--- config.mk ---
export PLATFORM = sky130hd
export DESIGN_NAME = escaped_frame_receiver_crc16_flat
export DESIGN_NICKNAME = d
export VERILOG_FILES = /design/src/rtl/core/efr_pkg.sv /design/src/rtl/core/efr_channels.sv /design/src/rtl/core/efr_deframer.sv /design/src/rtl/core/escaped_frame_receiver_crc16.sv /design/src/flat_wrapper.sv
export SDC_FILE = /design/constraint.sdc
export NUM_CORES = 1
export LEC_CHECK = 0
export ABC_AREA = 0
export BUFFER_PORTS_ARGS = -buffer_cell sky130_fd_sc_hd__buf_4
export CAP_MARGIN = 40
export CORE_MARGIN = 1.5
export CORE_UTILIZATION = 50
export DETAILED_ROUTE_END_ITERATION = 12
export PLACE_DENSITY = 0.66
export SYNTH_ARGS = -nofsm -noshare
export SYNTH_HDL_FRONTEND = slang
export SYNTH_SLANG_ARGS = --single-unit
export TNS_END_PERCENT = 30
--- constraint.sdc ---
create_clock -name clock -period 5.45 [get_ports clock]
set_input_delay 1.635 -clock clock [delete_from_list [all_inputs] [get_ports clock]]
set_output_delay 1.635 -clock clock [all_outputs]
set_load 0.03 [all_outputs]
--- src/rtl/core/efr_pkg.sv ---
// Types, constants and the CRC function of the escaped frame receiver.
`timescale 1ns / 1ps

package efr_pkg;

   localparam int unsigned BYTE_W = 8;
   localparam int unsigned IDX_W  = 9;
   localparam int unsigned CRC_W  = 16;

   localparam logic [BYTE_W-1:0] FRAME_START   = 8'hC0;
   localparam logic [BYTE_W-1:0] FRAME_ESC     = 8'hDB;
   localparam logic [BYTE_W-1:0] ESC_FOR_START = 8'hDC;
   localparam logic [BYTE_W-1:0] ESC_FOR_ESC   = 8'hDD;
   localparam logic [IDX_W-1:0]  LEN_POS       = 9'd7;
   localparam logic [CRC_W-1:0]  CRC_POLY      = 16'h1021;

   typedef enum logic [1:0] {
      MODE_WAIT    = 2'd0,
      MODE_HEADER  = 2'd1,
      MODE_PAYLOAD = 2'd2
   } mode_type;

   typedef enum logic [1:0] {
      KIND_MSG         = 2'd0,
      KIND_START_ABORT = 2'd1,
      KIND_ESC_ABORT   = 2'd2
   } kind_type;

   typedef struct packed {
      logic              valid;
      kind_type          kind;
      logic [BYTE_W-1:0] data;
      logic [IDX_W-1:0]  index;
      logic              last;
      logic              crc_ok;
   } result_type;

   // One byte of CRC-16/XMODEM, MSB first.
   function automatic logic [CRC_W-1:0] crc_byte(input logic [CRC_W-1:0] crc,
                                                 input logic [BYTE_W-1:0] b);
      logic [CRC_W-1:0] c;
      c = crc ^ {b, 8'h00};
      for (int i = 0; i < 8; i++) begin
         if (c[CRC_W-1]) begin
            c = {c[CRC_W-2:0], 1'b0} ^ CRC_POLY;
         end else begin
            c = {c[CRC_W-2:0], 1'b0};
         end
      end
      return c;
   endfunction

endpackage

--- src/rtl/core/efr_channels.sv ---
// Valid/ready channel interfaces for received bytes and decoded items.
`timescale 1ns / 1ps

interface efr_req_if;
   logic       valid;
   logic       ready;
   logic [7:0] rx_byte;

   modport source (output valid, output rx_byte, input ready);
   modport sink   (input valid, input rx_byte, output ready);
endinterface

interface efr_rsp_if;
   logic       valid;
   logic       ready;
   logic [1:0] result_kind;
   logic [7:0] data_byte;
   logic [8:0] byte_index;
   logic       last_byte;
   logic       crc_ok;

   modport source (output valid, output result_kind, output data_byte,
                   output byte_index, output last_byte, output crc_ok, input ready);
   modport sink   (input valid, input result_kind, input data_byte,
                   input byte_index, input last_byte, input crc_ok, output ready);
endinterface

--- src/rtl/core/efr_deframer.sv ---
// Frame state, escape decode and running CRC; one byte per advance.
`timescale 1ns / 1ps

module efr_deframer #(
   parameter int unsigned HEADER_BYTES = 8
) (
   input  logic                  clock,
   input  logic                  reset,
   input  logic                  advance,
   input  logic [7:0]            rx_byte,
   output efr_pkg::result_type   result
);
   import efr_pkg::*;

   mode_type          mode_ff, mode_in;
   logic              esc_ff, esc_in;
   logic [IDX_W-1:0]  count_ff, count_in;
   logic [BYTE_W-1:0] len_ff, len_in;
   logic [CRC_W-1:0]  exp_crc_ff, exp_crc_in;
   logic [CRC_W-1:0]  run_crc_ff, run_crc_in;

   logic [BYTE_W-1:0] dec_byte;
   logic              have_byte;
   logic              bad_esc;
   logic [IDX_W-1:0]  idx;
   logic [CRC_W-1:0]  crc_next;
   logic [IDX_W:0]    pay_limit;

   localparam logic [IDX_W-1:0] HDR_LAST = IDX_W'(HEADER_BYTES - 1);

   always_ff @(posedge clock) begin
      if (reset) begin
         mode_ff    <= MODE_WAIT;
         esc_ff     <= 1'b0;
         count_ff   <= '0;
         len_ff     <= '0;
         exp_crc_ff <= '0;
         run_crc_ff <= '0;
      end else begin
         mode_ff    <= mode_in;
         esc_ff     <= esc_in;
         count_ff   <= count_in;
         len_ff     <= len_in;
         exp_crc_ff <= exp_crc_in;
         run_crc_ff <= run_crc_in;
      end
   end

   // Escape decode of the current byte.
   always_comb begin
      dec_byte  = rx_byte;
      have_byte = 1'b0;
      bad_esc   = 1'b0;
      if (esc_ff) begin
         if (rx_byte == ESC_FOR_START) begin
            dec_byte  = FRAME_START;
            have_byte = 1'b1;
         end else if (rx_byte == ESC_FOR_ESC) begin
            dec_byte  = FRAME_ESC;
            have_byte = 1'b1;
         end else begin
            bad_esc = 1'b1;
         end
      end else if (rx_byte != FRAME_ESC) begin
         have_byte = 1'b1;
      end
   end

   assign idx       = count_ff - IDX_W'(2);
   assign crc_next  = crc_byte(run_crc_ff, dec_byte);
   assign pay_limit = (IDX_W+1)'(HEADER_BYTES) + {2'b00, len_ff} - (IDX_W+1)'(1);

   always_comb begin
      mode_in    = mode_ff;
      esc_in     = esc_ff;
      count_in   = count_ff;
      len_in     = len_ff;
      exp_crc_in = exp_crc_ff;
      run_crc_in = run_crc_ff;
      result     = '0;
      result.kind = KIND_MSG;

      if (advance) begin
         case (mode_ff)
            MODE_HEADER, MODE_PAYLOAD: begin
               if (rx_byte == FRAME_START) begin
                  // restart the frame
                  mode_in      = MODE_HEADER;
                  esc_in       = 1'b0;
                  count_in     = '0;
                  len_in       = '0;
                  exp_crc_in   = '0;
                  run_crc_in   = '0;
                  result.valid = 1'b1;
                  result.kind  = KIND_START_ABORT;
               end else if (bad_esc) begin
                  esc_in       = 1'b0;
                  mode_in      = MODE_WAIT;
                  result.valid = 1'b1;
                  result.kind  = KIND_ESC_ABORT;
               end else if (!have_byte) begin
                  esc_in = 1'b1;
               end else begin
                  esc_in = 1'b0;
                  if (count_ff < IDX_W'(2)) begin
                     if (count_ff == '0) begin
                        exp_crc_in = {dec_byte, 8'h00};
                     end else begin
                        exp_crc_in = {exp_crc_ff[15:8], dec_byte};
                     end
                     count_in = count_ff + IDX_W'(1);
                  end else begin
                     count_in     = count_ff + IDX_W'(1);
                     run_crc_in   = crc_next;
                     result.valid = 1'b1;
                     result.data  = dec_byte;
                     result.index = idx;
                     if (mode_ff == MODE_HEADER) begin
                        if (idx == LEN_POS) begin
                           len_in = dec_byte;
                        end
                        if (idx >= HDR_LAST) begin
                           if (len_in == '0) begin
                              result.last = 1'b1;
                           end else begin
                              mode_in = MODE_PAYLOAD;
                           end
                        end
                     end else if ({1'b0, idx} >= pay_limit) begin
                        result.last = 1'b1;
                     end
                     if (result.last) begin
                        mode_in       = MODE_WAIT;
                        result.crc_ok = (crc_next == exp_crc_ff);
                     end
                  end
               end
            end
            default: begin
               // waiting: drop everything but a start
               mode_in = MODE_WAIT;
               if (rx_byte == FRAME_START) begin
                  mode_in    = MODE_HEADER;
                  esc_in     = 1'b0;
                  count_in   = '0;
                  len_in     = '0;
                  exp_crc_in = '0;
                  run_crc_in = '0;
               end
            end
         endcase
      end
   end

endmodule

--- src/rtl/core/escaped_frame_receiver_crc16.sv ---
// Top level of the escaped frame receiver with CRC-16/XMODEM check.
`timescale 1ns / 1ps
// An accepted byte moves from the input register through the deframer into the result register.
// Throughput: one item per cycle while the result slot is free or emptying; the combinational decode
//   and byte-wise CRC update in efr_deframer close the state loop each cycle.
// Items that give no result (idle noise, escapes, CRC bytes) still wait for a free result slot.
// Reset (synchronous, active high) returns to waiting for a frame start and
//   empties the input and result registers.

module escaped_frame_receiver_crc16 #(
   parameter int unsigned HEADER_BYTES = 8
) (
   input  logic      clock,
   input  logic      reset,
   efr_req_if.sink   req_ch,
   efr_rsp_if.source rsp_ch
);
   import efr_pkg::*;

   // Input register: holds one received byte waiting for the deframer.
   logic              in_valid_ff, in_valid_in;
   logic [BYTE_W-1:0] in_byte_ff, in_byte_in;

   // Result register: holds one decoded item until the sink takes it.
   logic              out_valid_ff, out_valid_in;
   result_type        out_ff, out_in;

   logic              req_take;
   logic              advance;
   result_type        result;

   // Advance the byte into the deframer when the result slot is free or
   // emptying this cycle. A byte that gives no result advances the same way.
   assign advance  = in_valid_ff && (!out_valid_ff || rsp_ch.ready);

   // Take a new byte whenever the input register is empty or moving on.
   assign req_ch.ready = !in_valid_ff || advance;
   assign req_take     = req_ch.valid && req_ch.ready;

   always_comb begin
      in_valid_in = in_valid_ff;
      in_byte_in  = in_byte_ff;
      if (req_take) begin
         in_valid_in = 1'b1;
         in_byte_in  = req_ch.rx_byte;
      end else if (advance) begin
         in_valid_in = 1'b0;
      end
   end

   efr_deframer #(
      .HEADER_BYTES (HEADER_BYTES)
   ) u_deframer (
      .clock   (clock),
      .reset   (reset),
      .advance (advance),
      .rx_byte (in_byte_ff),
      .result  (result)
   );

   always_comb begin
      out_valid_in = out_valid_ff && !rsp_ch.ready;
      out_in       = out_ff;
      if (advance) begin
         out_valid_in = result.valid;
         out_in       = result;
      end
   end

   always_ff @(posedge clock) begin
      if (reset) begin
         in_valid_ff  <= 1'b0;
         out_valid_ff <= 1'b0;
      end else begin
         in_valid_ff  <= in_valid_in;
         out_valid_ff <= out_valid_in;
      end
   end

   // Payload registers need no reset.
   always_ff @(posedge clock) begin
      in_byte_ff <= in_byte_in;
      out_ff     <= out_in;
   end

   assign rsp_ch.valid       = out_valid_ff;
   assign rsp_ch.result_kind = out_ff.kind;
   assign rsp_ch.data_byte   = out_ff.data;
   assign rsp_ch.byte_index  = out_ff.index;
   assign rsp_ch.last_byte   = out_ff.last;
   assign rsp_ch.crc_ok      = out_ff.crc_ok;

endmodule

--- src/flat_wrapper.sv ---
// flat-port wrapper written by rule: the top's interface ports become plain ports
module escaped_frame_receiver_crc16_flat import efr_pkg::*;
#(
   parameter int unsigned HEADER_BYTES = 8
)
  (clock, reset, req_ch_valid, req_ch_rx_byte, req_ch_ready, rsp_ch_valid, rsp_ch_result_kind, rsp_ch_data_byte, rsp_ch_byte_index, rsp_ch_last_byte, rsp_ch_crc_ok, rsp_ch_ready);
  efr_req_if req_ch_i ();
  efr_rsp_if rsp_ch_i ();
  input  logic clock;
  input  logic reset;
  input wire logic [$bits(req_ch_i.valid)-1:0] req_ch_valid;
  input wire logic [$bits(req_ch_i.rx_byte)-1:0] req_ch_rx_byte;
  output wire logic [$bits(req_ch_i.ready)-1:0] req_ch_ready;
  output wire logic [$bits(rsp_ch_i.valid)-1:0] rsp_ch_valid;
  output wire logic [$bits(rsp_ch_i.result_kind)-1:0] rsp_ch_result_kind;
  output wire logic [$bits(rsp_ch_i.data_byte)-1:0] rsp_ch_data_byte;
  output wire logic [$bits(rsp_ch_i.byte_index)-1:0] rsp_ch_byte_index;
  output wire logic [$bits(rsp_ch_i.last_byte)-1:0] rsp_ch_last_byte;
  output wire logic [$bits(rsp_ch_i.crc_ok)-1:0] rsp_ch_crc_ok;
  input wire logic [$bits(rsp_ch_i.ready)-1:0] rsp_ch_ready;
  assign req_ch_i.valid = req_ch_valid;
  assign req_ch_i.rx_byte = req_ch_rx_byte;
  assign req_ch_ready = req_ch_i.ready;
  assign rsp_ch_valid = rsp_ch_i.valid;
  assign rsp_ch_result_kind = rsp_ch_i.result_kind;
  assign rsp_ch_data_byte = rsp_ch_i.data_byte;
  assign rsp_ch_byte_index = rsp_ch_i.byte_index;
  assign rsp_ch_last_byte = rsp_ch_i.last_byte;
  assign rsp_ch_crc_ok = rsp_ch_i.crc_ok;
  assign rsp_ch_i.ready = rsp_ch_ready;
  escaped_frame_receiver_crc16 #(.HEADER_BYTES(HEADER_BYTES)) u_core (.clock(clock), .reset(reset), .req_ch(req_ch_i), .rsp_ch(rsp_ch_i));
endmodule
# --- Word level (Yosys, flattened, before mapping) ---
# Cells that the tools add are included.
word_totals:
  reg_bits: 83
  inputBits: 12
  out_inout_bits: 23
  elab_cells: 166
op_classes:
  n_addsub: 4
  magnitude_cmp: 3
  eq_ne: 15
  mux: 89
  n_bitwise: 12
  n_reduce_logical: 27
ops:
  columns: ["cell", "count"]
  rows:
  - ["$mux 16", 12]
  - ["$mux 8", 18]
  - ["$mux 13", 8]
  - ["$mux 19", 4]
  - ["$mux 9", 5]
  - ["$mux 1", 30]
  - ["$eq 8x8->1 const B", 3]
  - ["$not 3->3", 8]
  - ["$mux 22", 1]
  - ["$mux 2", 10]
  - ["$reduce_and 6->1", 3]
  - ["$eq 16x16->1", 1]
  - ["$xor 16x16->16", 1]
  - ["$ne 5x4->1 const B", 3]
  - ["$reduce_bool 2->1", 6]
  - ["$ge 9x10->1", 1]
  - ["$reduce_and 5->1", 2]
  - ["$sub 9x1->10 const B", 1]
  - ["$add 4x8->9 const A", 1]
  - ["$add 9x1->9 const B", 1]
  - ["$eq 9x3->1 const B", 1]
  - ["$ge 9x3->1 const B", 1]
  - ["$logic_not 9->1", 1]
  - ["$lt 9x2->1 const B", 1]
  - ["other kinds (18)", 27]

# --- Logic depth before layout (Yosys ltp) ---
depth:
  depth_word: 29
  ltp_mapped: 13
  depth_no_buf: 13

# --- By module ---
# From an unflattened synthesis, not the netlist that was laid out.
hier_totals:
  hier_cells: 494
  hier_area_um2: 4616.9
modules_own_cells:
  columns: ["module", "instances", "cells_each", "area_per_inst_um2", "seq_area_each_um2"]
  rows:
  - ["efr_deframer", 1, 455, 3642.2, 1041.0]
  - ["escaped_frame_receiver_crc16", 1, 39, 974.7, 910.9]

# --- Least setup slack after synthesis ---
# OpenSTA, ideal clock, no wires.
synth_timing:
  path_kind: "in2out"
  startpoint: "in rsp_ch_ready"
  endpoint: "out req_ch_ready"
  arrival_time_ns: 1.966
  t_required_ns: 3.815
  path_slack_ns: 1.849
  path_stages: 2
  path_buffers: 0
  path_cell_list: "nor2b_1 -> nand2_1"
synth_between:
  elab_chain_cells: 3
synth_lines:
  columns: ["element", "line_no", "text"]
  rows:
  - ["start: declaration", "flat_wrapper.sv:20", "input wire logic [$bits(rsp_ch_i.ready)-1:0] rsp_ch_ready;"]
  - ["$logic_or 1x1->1", "escaped_frame_receiver_crc16.sv:34", "assign advance = in_valid_ff && (!out_valid_ff || rsp_ch.ready);"]
  - ["$logic_and 1x1->1", "escaped_frame_receiver_crc16.sv:34", null]
  - ["$logic_or 1x1->1", "escaped_frame_receiver_crc16.sv:37", "assign req_ch.ready = !in_valid_ff || advance;"]
  - ["end: declaration", "flat_wrapper.sv:13", "output wire logic [$bits(req_ch_i.ready)-1:0] req_ch_ready;"]
# Every way passes these cells.

# --- Worst setup path in the final report ---
# Ends and elaborated chain as after synthesis.

==> impl_metrics.json <==
{
  "hold_path.class": "register to register",
  "peakVddDrop_mv": 0.171,
  "worstSetupPathType": "input port to primary output",
  "synthArstFlopShare": 0,
  "dieWidth_um": 97.5,
  "grt_pass1_wl_mm": 16.6,
  "grt_pass1_vias": 3285,
  "muxShareOfSynthArea": 0.0157,
  "rsz0062_at_grt": "no",
  "synth_cell_types": 65,
  "slew_violations": 0,
  "synth_top_family_by_area": "simple AND/OR/NAND/NOR gates",
  "placementRows": 34,
  "grt_use_total": 0.218,
  "wl_mm": 9.89,
  "synth_edf_count": 29,
  "path_buf_inv": 2,
  "critPathArrivalTime_ns": 2.15,
  "synth-xor-area-share": 0.107,
  "layout_min_cycle_time_ns": 3.79,
  "final_antenna_net_count": 0,
  "synthesis.area_mm2": 0.00447,
  "period_share": 0.695,
  "cts_hold_buf": 0,
  "yosysSeqAreaShare": 0.437,
  "pin_count": 35,
  "synth_area_leaders": "dfxtp_1 24%, edfxtp_1 20%, xor2_1 5.3%, nor2_1 5.0%, ha_1 4.8%",
  "viasPerCell": 5.70,
  "cap_violations": 0,
  "worst_slew_pin_slew_ns": 0.931,
  "synth-seq-cells": 83,
  "status": "finished clean",
  "synthSimpleGateAreaFrac": 0.218,
  "postCtsSetupBuffers": 0,
  "cts-root-buf": "clkbuf_8",
  "cp_slowest_cell": "buf_4",
  "antenna_cells": 0,
  "finalSetupTns_ns": 0,
  "synth.largest_area_cell": "dfxtp_1",
  "drt_iter0_drc": 193,
  "h-tree-depth": 3,
  "setup_ws_ns": 1.66,
  "dieArea_mm2": 0.00951,
  "netlist_instances": 472,
  "drc": 0,
  "cts_tree": "built",
  "fmax_mhz": 264,
  "vias": 3526,
  "finClkSkew_ns": 0.0101,
  "synthAdderAreaFrac": 0.0476,
  "path_common_cell": "buf_4",
  "synth_compound_area_frac": 0.140,
  "dr.pass1.iters": 4,
  "cp-start-kind": "input port",
  "setup_viol": 0,
  "cts_sinks": 83,
  "cts_made_buffers": 9,
  "drive_above_1_share": 0.153,
  "ys.warnings.count": 0,
  "layout.nets": 535,
  "layout_commonest_cell": "nor2_1",
  "start_util": 0.515,
  "wire_per_inst_um": 16.0,
  "worstSkewPairLatency_ns": 0.36,
  "power_density_mw_per_mm2": 241,
  "crit_family": "buffers and inverters",
  "slowest_delay_ns": 0.17,
  "final_cell_mix": "59 x nor2_1, 54 x dfxtp_1, 40 x nand2_1",
  "antenna_found_initial": 0,
  "port_buffers": 34,
  "crit_chain": "buf_4 -> nor2b_1 -> nand2_1 -> buf_4",
  "post-place-ws_ns": 1.67,
  "areaGrowthSynthToFinish_pct": 12.1,
  "regToRegSetupSlack_ns": 2.17,
  "yosysTopAreaCellShare": 0.242,
  "post_cts_resized": 0,
  "grt_max_degree": 43,
  "clk_path_buf_depth": 2,
  "dp.final_hpwl_mm": 7.14,
  "timing.slew.headroom": 0.377,
  "p_leak_uw": 0.00191,
  "path_clk_slew_ns": 0.08,
  "core_area_mm2": 0.00868,
  "crit_fanout": 2,
  "avgSynthCellArea_um2": 9.46,
  "required_ns": 3.82,
  "die_height_um": 97.5,
  "crit_path_end_kind": "primary output",
  "ys.flop_type": "dfxtp_1",
  "synth_nets": 501,
  "gp_congestion": 0.859,
  "hold_viol": 0,
  "gr-total-overflow": 0
}
power breakdown:
| group | internal (uW) | switching, uW | leakage, uW | total [uW] |
|---|---|---|---|---|
| Sequential | 649 | 13.0 | 0.000718 | 662 |
| Clock | 215 | 234 | 0.0000979 | 449 |
| Combinational | 35.0 | 62.3 | 0.00109 | 97.2 |
| Total | 899 | 309 | 0.00191 | 1210 |
Yosys cell counts, types with 11 or more instances:
cell,count
a21oi_1,30
nand3_1,17
nand2_1,40
ha_1,17
xnor2_1,24
edfxtp_1,29
o21ai_0,11
dfxtp_1,54
a22oi_1,14
xor2_1,27
inv_1,17
nor2_1,59
and3_1,12
flip-flops by register name (all words and copies together), names as in the netlist:
| name | flops |
|---|---|
| u_core.u_deframer.mode_ff | 2 |
| u_core.u_deframer.run_crc_ff | 16 |
| u_core.u_deframer.exp_crc_ff | 16 |
| u_core.u_deframer.count_ff | 9 |
| u_core.in_valid_ff | 1 |
| u_core.rsp_ch.byte_index | 9 |
| u_core.rsp_ch.valid | 1 |
| u_core.rsp_ch.last_byte | 1 |
| u_core.rsp_ch.data_byte | 8 |
| u_core.u_deframer.len_ff | 8 |
| u_core.in_byte_ff | 8 |
| u_core.rsp_ch.result_kind | 2 |
| u_core.rsp_ch.crc_ok | 1 |
| u_core.u_deframer.esc_ff | 1 |
area by class of cell:
type / count / area (um^2)
fillers: 793 / 3670
multi-input cells: 355 / 2360
flip-flops and latches: 83 / 1950
repair buffers: 39 / 293
well taps: 108 / 135
clock buffers: 9 / 124
clock inverters: 7 / 76.3
inverters: 18 / 67.6
cell families after synthesis:
| family | after synthesis |
|---|---|
| buf+inv | 34 |
| xor+xnor | 53 |
| simple gates | 187 |
| fa+ha+maj | 17 |
| compound gates | 91 |
| flops | 83 |
| mux | 7 |
worst register-to-register path, cell delays in order (launching register included):
cell      delay (ns)
dfxtp_1         0.41
inv_1           0.17
ha_1            0.31
inv_1           0.10
or3_1           0.33
xnor2_1         0.15
ha_1            0.21
nor4_1          0.29
nand2_1         0.12
a211oi_1        0.23
nor4_1          0.12
a31o_2          0.27
nor2b_4         0.13
and4b_1         0.21
worst paths after layout:
| path | startpoint | to | cells past startpoint |
|---|---|---|---|
| hold reg to reg | u_core.u_deframer.exp_crc_ff[4] | u_core.u_deframer.exp_crc_ff[4] | 2 |
| setup reg to reg | u_core.u_deframer.count_ff[1] | u_core.rsp_ch.crc_ok | 13 |
| hold / removal | u_core.u_deframer.exp_crc_ff[4] | u_core.u_deframer.exp_crc_ff[4] | 2 |
| setup / recovery | rsp_ch_ready | req_ch_ready | 4 |
per-layer routing:
metal	GRT usage	up-vias	share of wire
met1	0.316	1667	0.49
li1	-	1745	-
met4	0.0791	0	0.016
met3	0.0417	13	0.052
met5	0	-	0
met2	0.324	101	0.44
through the flow:
| step | std cells | total power [uW] | util | hold slack, ns | area (um^2) |
|---|---|---|---|---|---|
| detailed placement | 603 | 773 | 0.554 | 0.457 | 4810 |
| finish | 619 | 1210 | 0.577 | 0.469 | 5010 |
| CTS | 619 | 1220 | 0.577 | 0.469 | 5010 |
| global placement | 600 | 771 | 0.551 | 0.453 | 4780 |
| global route | 619 | 1250 | 0.577 | 0.501 | 5010 |
| floorplan | 472 | 740 | - | 0.440 | 4470 |
Power figures use the tool's default switching activity.
